File: config.mk
export PLATFORM = sky130hd
export DESIGN_NAME = binary_to_decimal_ascii
export DESIGN_NICKNAME = d
export VERILOG_FILES = /design/src/rtl/bdc_pkg.sv /design/src/rtl/bdc_front.sv /design/src/rtl/bdc_back.sv /design/src/rtl/binary_to_decimal_ascii.sv
export VERILOG_INCLUDE_DIRS = /design/src /design/src/rtl
export SDC_FILE = /design/constraint.sdc
export NUM_CORES = 1
export LEC_CHECK = 0
export ABC_CLOCK_PERIOD_IN_PS = 8050
export BUFFER_PORTS_ARGS = -buffer_cell sky130_fd_sc_hd__buf_2
export CORE_ASPECT_RATIO = 1.25
export CORE_UTILIZATION = 68
export CTS_BUF_LIST = sky130_fd_sc_hd__clkbuf_2
export CTS_CLUSTER_SIZE = 20
export DETAILED_ROUTE_END_ITERATION = 10
export PLACE_DENSITY_LB_ADDON = 0.15
export SLEW_MARGIN = 20
export SYNTH_ARGS = -nofsm -noshare
export SYNTH_HDL_FRONTEND = slang
export SYNTH_SLANG_ARGS = --single-unit
File: constraint.sdc
create_clock -name clk -period 8.05 [get_ports clk]
set_input_delay 0.4025 -clock clk [delete_from_list [all_inputs] [get_ports clk]]
set_output_delay 0.4025 -clock clk [all_outputs]
set_load 0.03 [all_outputs]
File: src/rtl/binary_to_decimal_ascii_assert.svh
// Assertion macros shared by the binary to decimal ASCII converter modules.
`ifndef BINARY_TO_DECIMAL_ASCII_ASSERT_SVH
`define BINARY_TO_DECIMAL_ASCII_ASSERT_SVH

// The consequent must hold in the same cycle as the antecedent.
`define BDC_ASSERT_IMPLY(label, ante, cons, msg) \
    label: assert property (@(posedge clk) disable iff (!rst_n) (ante) |-> (cons)) \
        else $error(msg);

// The consequent must hold in the cycle after the antecedent.
`define BDC_ASSERT_NEXT(label, ante, cons, msg) \
    label: assert property (@(posedge clk) disable iff (!rst_n) (ante) |=> (cons)) \
        else $error(msg);

`endif

File: src/rtl/bdc_pkg.sv
// Package with the shared types and constants of the binary to decimal ASCII converter.
package bdc_pkg;

    localparam int VALUE_W        = 17;
    localparam int DIGIT_CHAR_W   = 6;
    localparam int DIGIT_W        = 4;
    localparam int EXP_W          = 4;
    localparam int POW_ENTRIES    = 11;
    localparam int NUM_DIGITS_DEF = 5;
    localparam int QUEUE_DEPTH    = 2;
    localparam int QPTR_W         = 1;
    localparam int QCNT_W         = 2;

    localparam logic [DIGIT_CHAR_W-1:0] ASCII_ZERO = 6'd48;
    localparam logic [DIGIT_W-1:0]      DIGIT_MAX  = 4'd9;

    typedef logic [VALUE_W:0] pow_t;

    // Powers of ten, clamped to 2**VALUE_W so that larger ones never subtract.
    localparam pow_t POW10_CLAMP [POW_ENTRIES] = '{
        18'd1, 18'd10, 18'd100, 18'd1000, 18'd10000, 18'd100000,
        18'd131072, 18'd131072, 18'd131072, 18'd131072, 18'd131072
    };

    typedef struct packed {
        logic               valid;
        logic [VALUE_W-1:0] value;
    } bdc_item_t;

endpackage

File: src/rtl/bdc_front.sv
// Front end: accepts requests, saturates the value and holds it in a short queue.
module bdc_front #(
    parameter int NUM_DIGITS = bdc_pkg::NUM_DIGITS_DEF
) (
    input  logic                        clk,
    input  logic                        rst_n,
    input  logic                        in_valid,
    output logic                        in_ready,
    input  logic [bdc_pkg::VALUE_W-1:0] value,
    output bdc_pkg::bdc_item_t          head,
    input  logic                        pop
);
    import bdc_pkg::*;

    localparam logic [VALUE_W-1:0] SAT_LIMIT = VALUE_W'(POW10_CLAMP[NUM_DIGITS] - 18'd1);

    logic [VALUE_W-1:0] slot_reg [QUEUE_DEPTH];
    logic [QPTR_W-1:0]  wr_ptr_reg, wr_ptr_next;
    logic [QPTR_W-1:0]  rd_ptr_reg, rd_ptr_next;
    logic [QCNT_W-1:0]  count_reg, count_next;
    logic [VALUE_W-1:0] value_sat;
    logic               push;
    logic               pop_ok;

    assign in_ready  = (count_reg != QCNT_W'(QUEUE_DEPTH));
    assign push      = in_valid && in_ready;
    assign pop_ok    = pop && (count_reg != '0);
    assign value_sat = (value > SAT_LIMIT) ? SAT_LIMIT : value;

    assign head.valid = (count_reg != '0);
    assign head.value = slot_reg[rd_ptr_reg];

    always_comb
    begin
        wr_ptr_next = push ? wr_ptr_reg + 1'b1 : wr_ptr_reg;
        rd_ptr_next = pop_ok ? rd_ptr_reg + 1'b1 : rd_ptr_reg;
        count_next  = count_reg + QCNT_W'(push) - QCNT_W'(pop_ok);
    end

    always_ff @(posedge clk or negedge rst_n)
    begin
        if (!rst_n)
        begin
            wr_ptr_reg <= '0;
            rd_ptr_reg <= '0;
            count_reg  <= '0;
        end
        else
        begin
            wr_ptr_reg <= wr_ptr_next;
            rd_ptr_reg <= rd_ptr_next;
            count_reg  <= count_next;
        end
    end

    always_ff @(posedge clk)
    begin
        if (push)
        begin
            slot_reg[wr_ptr_reg] <= value_sat;
        end
    end

`include "binary_to_decimal_ascii_assert.svh"

    `BDC_ASSERT_IMPLY(a_count_bound, 1'b1, count_reg <= QCNT_W'(QUEUE_DEPTH), "Queue overfilled.")
    `BDC_ASSERT_IMPLY(a_pop_nonempty, pop, count_reg != '0, "Pop from an empty queue.")
    `BDC_ASSERT_IMPLY(a_head_sat, head.valid, head.value <= SAT_LIMIT, "Queued value not saturated.")

endmodule

File: src/rtl/bdc_back.sv
// Back end: converts one queued value into ASCII digits by repeated subtraction.
module bdc_back #(
    parameter int NUM_DIGITS = bdc_pkg::NUM_DIGITS_DEF
) (
    input  logic                             clk,
    input  logic                             rst_n,
    input  bdc_pkg::bdc_item_t               head,
    output logic                             pop,
    output logic                             out_valid,
    input  logic                             out_ready,
    output logic [bdc_pkg::DIGIT_CHAR_W-1:0] digit_char,
    output logic                             last_digit
);
    import bdc_pkg::*;

    typedef enum logic [1:0] {
        ST_IDLE = 2'b01,
        ST_RUN  = 2'b10
    } state_t;

    state_t                  state_reg, state_next;
    logic [VALUE_W-1:0]      rem_reg, rem_next;
    logic [EXP_W-1:0]        exp_reg, exp_next;
    logic [DIGIT_W-1:0]      digit_reg, digit_next;
    logic                    nz_reg, nz_next;
    logic                    out_valid_reg, out_valid_next;
    logic [DIGIT_CHAR_W-1:0] digit_char_reg;
    logic                    last_digit_reg;
    pow_t                    pow;
    logic                    can_sub;
    logic                    last_col;
    logic                    emit;
    logic                    out_free;
    logic                    load;

    assign pow      = POW10_CLAMP[exp_reg];
    assign can_sub  = ({1'b0, rem_reg} >= pow) && (digit_reg < DIGIT_MAX);
    assign last_col = (exp_reg == '0);
    assign emit     = nz_reg || (digit_reg != '0) || last_col;
    assign out_free = !out_valid_reg || out_ready;

    always_comb
    begin
        state_next = state_reg;
        rem_next   = rem_reg;
        exp_next   = exp_reg;
        digit_next = digit_reg;
        nz_next    = nz_reg;
        pop        = 1'b0;
        load       = 1'b0;
        unique case (state_reg)
            ST_IDLE:
            begin
                if (head.valid)
                begin
                    pop        = 1'b1;
                    rem_next   = head.value;
                    exp_next   = EXP_W'(NUM_DIGITS - 1);
                    digit_next = '0;
                    nz_next    = 1'b0;
                    state_next = ST_RUN;
                end
            end
            ST_RUN:
            begin
                if (can_sub)
                begin
                    rem_next   = rem_reg - pow[VALUE_W-1:0];
                    digit_next = digit_reg + 1'b1;
                end
                else if (!emit || out_free)
                begin
                    load       = emit;
                    nz_next    = nz_reg || (digit_reg != '0);
                    digit_next = '0;
                    if (last_col)
                    begin
                        state_next = ST_IDLE;
                    end
                    else
                    begin
                        exp_next = exp_reg - 1'b1;
                    end
                end
            end
            default:
            begin
                state_next = ST_IDLE;
            end
        endcase
    end

    always_comb
    begin
        if (load)
        begin
            out_valid_next = 1'b1;
        end
        else if (out_ready)
        begin
            out_valid_next = 1'b0;
        end
        else
        begin
            out_valid_next = out_valid_reg;
        end
    end

    always_ff @(posedge clk or negedge rst_n)
    begin
        if (!rst_n)
        begin
            state_reg     <= ST_IDLE;
            rem_reg       <= '0;
            exp_reg       <= '0;
            digit_reg     <= '0;
            nz_reg        <= 1'b0;
            out_valid_reg <= 1'b0;
        end
        else
        begin
            state_reg     <= state_next;
            rem_reg       <= rem_next;
            exp_reg       <= exp_next;
            digit_reg     <= digit_next;
            nz_reg        <= nz_next;
            out_valid_reg <= out_valid_next;
        end
    end

    always_ff @(posedge clk)
    begin
        if (load)
        begin
            digit_char_reg <= ASCII_ZERO + {2'b00, digit_reg};
            last_digit_reg <= last_col;
        end
    end

    assign out_valid  = out_valid_reg;
    assign digit_char = digit_char_reg;
    assign last_digit = last_digit_reg;

`include "binary_to_decimal_ascii_assert.svh"

    `BDC_ASSERT_IMPLY(a_digit_range, 1'b1, digit_reg <= DIGIT_MAX, "Digit count above nine.")
    `BDC_ASSERT_IMPLY(a_pop_idle, pop, state_reg == ST_IDLE, "Queue popped while converting.")
    `BDC_ASSERT_IMPLY(a_idle_clean, state_reg == ST_IDLE, digit_reg == '0, "Idle with a partial digit.")
    `BDC_ASSERT_NEXT(a_load_valid, load, out_valid_reg, "Loaded digit not presented.")

endmodule

File: src/rtl/binary_to_decimal_ascii.sv
// Top level of the binary to decimal ASCII converter.
// Each request carries an unsigned value; values above 10**NUM_DIGITS - 1 saturate to it.
// The block returns the value's decimal ASCII digits, most significant first, with leading
// zeros dropped, a zero value printed as a single '0', and last_digit high on the final digit.
// A two-entry queue in the front takes requests while the back converts. The back uses one
// subtractor: an item starts when the idle back pops it from the queue; each column then takes
// one subtraction per unit of the digit's value and a step that emits the digit and moves on,
// and a column with a digit to emit waits there while out_ready holds the previous digit back.
module binary_to_decimal_ascii #(
    parameter int NUM_DIGITS = bdc_pkg::NUM_DIGITS_DEF
) (
    input  logic                             clk,
    input  logic                             rst_n,
    input  logic                             in_valid,
    output logic                             in_ready,
    input  logic [bdc_pkg::VALUE_W-1:0]      value,
    output logic                             out_valid,
    input  logic                             out_ready,
    output logic [bdc_pkg::DIGIT_CHAR_W-1:0] digit_char,
    output logic                             last_digit
);
    import bdc_pkg::*;

    bdc_item_t head;
    logic      pop;

    bdc_front #(
        .NUM_DIGITS (NUM_DIGITS)
    ) u_front (
        .clk      (clk),
        .rst_n    (rst_n),
        .in_valid (in_valid),
        .in_ready (in_ready),
        .value    (value),
        .head     (head),
        .pop      (pop)
    );

    bdc_back #(
        .NUM_DIGITS (NUM_DIGITS)
    ) u_back (
        .clk        (clk),
        .rst_n      (rst_n),
        .head       (head),
        .pop        (pop),
        .out_valid  (out_valid),
        .out_ready  (out_ready),
        .digit_char (digit_char),
        .last_digit (last_digit)
    );

endmodule
==> impl_metrics.csv <==
group,metric,value,unit
setup_path,crit_top_cell,"ha_1",
global_route,grt_usage,30.4,%
global_route,use_met3,7.14,%
clock_network,cts_sinks,72,
clock_network,root_buffer,"clkbuf_2",
timing,skew,38.8,ps
placement,gp_congestion,0.948,
detailed_routing,drc,0,
layout,largest_reg_flops,34,
detailed_routing,wl,9320,µm
timing,slew_headroom,33.9,%
setup_path,cp_num_buf_inv,1,
timing,drv_slew,0,
layout,antenna_cells,0,
synthesis,synth_top_cell_by_area,"edfxtp_1",
synthesis,synthArstFlopShare,45.8,%
layout,fillCellCount,418,
synthesis,synth_top_area_share,26.7,%
setup_path,cp.arrival,4220,ps
synthesis,syn-cell-area,4390,µm²
setup_path,path_class,"reg -> reg",
timing,post-route-min-period,4040,ps
layout,final_area,4700,µm²
setup_path,r2r_slack,4010,ps
timing,clock.fmax,247,MHz
setup_path,endpoint_kind,"flip-flop",
synthesis,synthFlopType,"edfxtp_1",
global_route,grt_antenna_before_repair,0,
layout,layout-drive-gt1-share,15.7,%
setup_path,cp_top_family,"compound AO/OA/AOI/OAI gates",
floorplanning,die_area,6780,µm²
floorplanning,placeableCoreArea,6210,µm²
floorplanning,row_count,32,
clock_network,htreeDepth,3,
setup_path,start_kind,"flip-flop",
detailed_routing,num_vias,3405,
global_route,globalRouteOverflowTotal,0,
timing,setup_viol,0,
hold_path,min_path_type,"in -> reg",
clock_network,clock_latency,520,ps
synthesis,netlist_instances,421,
global_route,grt_max_degree,41,
placement,post_dp_cell_area,4550,µm²
global_route,grt_pass1_wl,15500,µm
global_route,first_global_vias,3378,
timing,rsz0062_at_grt,"false",
synthesis,synth_area_leaders,"edfxtp_1 (27%), dfrtp_1 (18%), ha_1 (7.4%), mux2i_1 (3.2%), nand2_1 (2.8%)",
timing,tns,0,ps
synthesis,synth-seq-cells,72,
placement,dp_hpwl,6730,µm
floorplanning,die_x,73.8,µm
layout,syn_to_final_growth,7.10,%
detailed_routing,first_pass_iters,4,
setup_path,path_depth,11,
setup_path,crit_path_end,"u_back.digit_char[1]",
job,drv_cap,0,
global_route,grt-busiest-layer,"met2",
synthesis,seq_area_frac_synth,45.6,%
global_route,grtUsageMet1,36.4,%
synthesis,synth.distinct_cells,67,
detailed_routing,ant_nets,0,
synthesis,yosysWarnings,0,
outcome,status,"finished clean",
setup_path,r2r_end,"u_back.digit_char[1]",
clock_network,cts_resized,0,
timing,min_period_over_period,50.2,%
detailed_routing,viasPerCell,6.40,
timing,tightest_slew,988,ps
global_route,grtUsageMet2,50.8,%
synthesis,synth_edf_count,39,
setup_path,crit_path_max_fanout,10,
layout,layout.nets,490,
setup_path,slowest_stage,"nor3b_1",
timing,hold_viol,0,
clock_network,numCtsBuffers,9,
detailed_routing,dr.first_iter.drc_count,262,
setup_path,slowest_delay,680,ps
clock_network,clock_path_buffers,2,
clock_network,cts_tree,"yes",
setup_path,cp.required,8230,ps
floorplanning,die_y,91.8,µm
floorplanning,pin_count,30,
floorplanning,start_util,70.7,%
setup_path,crit_start,"u_back.exp_reg[1]",
clock_network,clk_pin_slew_worst_paths,220,ps
setup_path,worst-r2r-cell-count,11,
setup_path,cp_cell_sequence,"inv_1, ha_1, nor3b_1, ha_1, fa_1, nor2b_1, o31a_1, o211a_1, o31ai_4, o211ai_1, nor2_1",
setup_path,reg2reg_from,"u_back.exp_reg[1]",
placement,io_buffers,27,
synthesis,avgSynthCellArea,10.4,µm²
detailed_routing,wire_per_inst,17.5,µm
routing by layer:
metal	vias to the layer above	routed length, µm
met5	-	0
met4	0	275
met3	23	419
met2	102	4660
met1	1652	3970
li1	1628	-
final cells by class:
type	count	area (µm²)	share of cell area, %
multi-input cells	312	2230	47.5
flip-flops and latches	72	2000	42.5
repair buffers	31	168	3.57
well taps	85	106	2.26
clock inverters	6	83.8	1.78
inverters	16	60.1	1.28
clock buffers	10	50.0	1.07
worst reg2reg max path: cells and delay by family, from the launching register on:
| family | cells | cell delay, ps |
|---|---|---|
| AOI/OAI and AO/OA | 4 | 1150 |
| and+or+nand+nor | 3 | 1140 |
| adders and majority gates | 3 | 760 |
| DFF | 1 | 490 |
| buffers and inverters | 1 | 150 |
placed cells by master (no fill, tap or decap), drive strengths merged, types with 3 or more instances in the layout:
cell / netlist / layout
and2: 6 / 6
and3: 9 / 9
o31ai: 5 / 5
o22ai: 4 / 4
a31oi: 4 / 4
ha: 26 / 26
xnor2: 7 / 7
a211oi: 7 / 7
nor2: 24 / 24
inv: 16 / 16
nor3b: 4 / 4
clkbuf: 15 / 10
a21o: 5 / 5
edfxtp: 39 / 39
nor4: 7 / 7
mux2: 11 / 11
nand4: 3 / 3
o211ai: 10 / 10
o21ai: 13 / 13
o21a: 8 / 8
nand3: 4 / 4
mux2i: 14 / 14
nand2b: 5 / 5
or3: 5 / 5
o31a: 4 / 4
nor2b: 9 / 9
clkinv: 0 / 3
nor3: 14 / 14
nand2: 33 / 33
buf: 7 / 30
or2: 8 / 8
dfrtp: 32 / 32
a21oi: 24 / 24
worst min-delay path by stage:
stage	from	to	slack, ps	depth (start not counted)
6_report	value[16]	u_front.slot_reg[1][16]	80	1
5_1_grt	value[16]	u_front.slot_reg[1][16]	40	1
4_1_cts	value[16]	u_front.slot_reg[0][16]	60	1
3_5_place_dp	u_back.digit_reg[0]	u_back.digit_char[0]	490	0
3_3_place_gp	u_front.wr_ptr_reg	u_front.wr_ptr_reg	470	1
2_1_floorplan	rst_n	u_back.digit_reg[0]	110	0
synthesized netlist by cell type, drive strengths merged, types with 5 or more instances:
library cell and instances:
a211oi 7, a21o 5, a21oi 24, and2 6
and3 9, buf 7, clkbuf 15, dfrtp 32
edfxtp 39, ha 26, inv 16, mux2 11
mux2i 14, nand2 33, nand2b 5, nor2 24
nor2b 9, nor3 14, nor4 7, o211ai 10
o21a 8, o21ai 13, o31ai 5, or2 8
or3 5, xnor2 7
metrics by stage:
stage / hold slack [ps] / setup slack (ps) / utilization (%) / std cells
global route: 40.6 / 3680 / 75.7 / 532
global placement: 474 / 4230 / 73.4 / 515
CTS: 64.9 / 4050 / 75.7 / 532
floorplan: 107 / 4670 / - / 422
detailed placement: 494 / 4110 / 73.4 / 515
finish: 84.7 / 4010 / 75.7 / 532
cell families after synthesis:
family,Yosys count,share of synthesized area (%)
flip-flops,72,45.6
AND/OR/NAND/NOR,140,17.0
other,1,0.0855
adder cells (fa/ha/maj),27,7.87
buffers and inverters,38,3.65
XOR/XNOR,9,1.80
AO/OA/AOI/OAI,109,18.0
multiplexers,25,6.02
timing repair:
item                                    CTS  global route
endpoints found under the hold margin    32             0
setup buffers                             0             0
hold buffers                              1             0
endpoints found under the setup margin    0             0
Power is not shown: default switching activity piles up to over one toggle a cycle in this logic, so the estimate is an artifact.
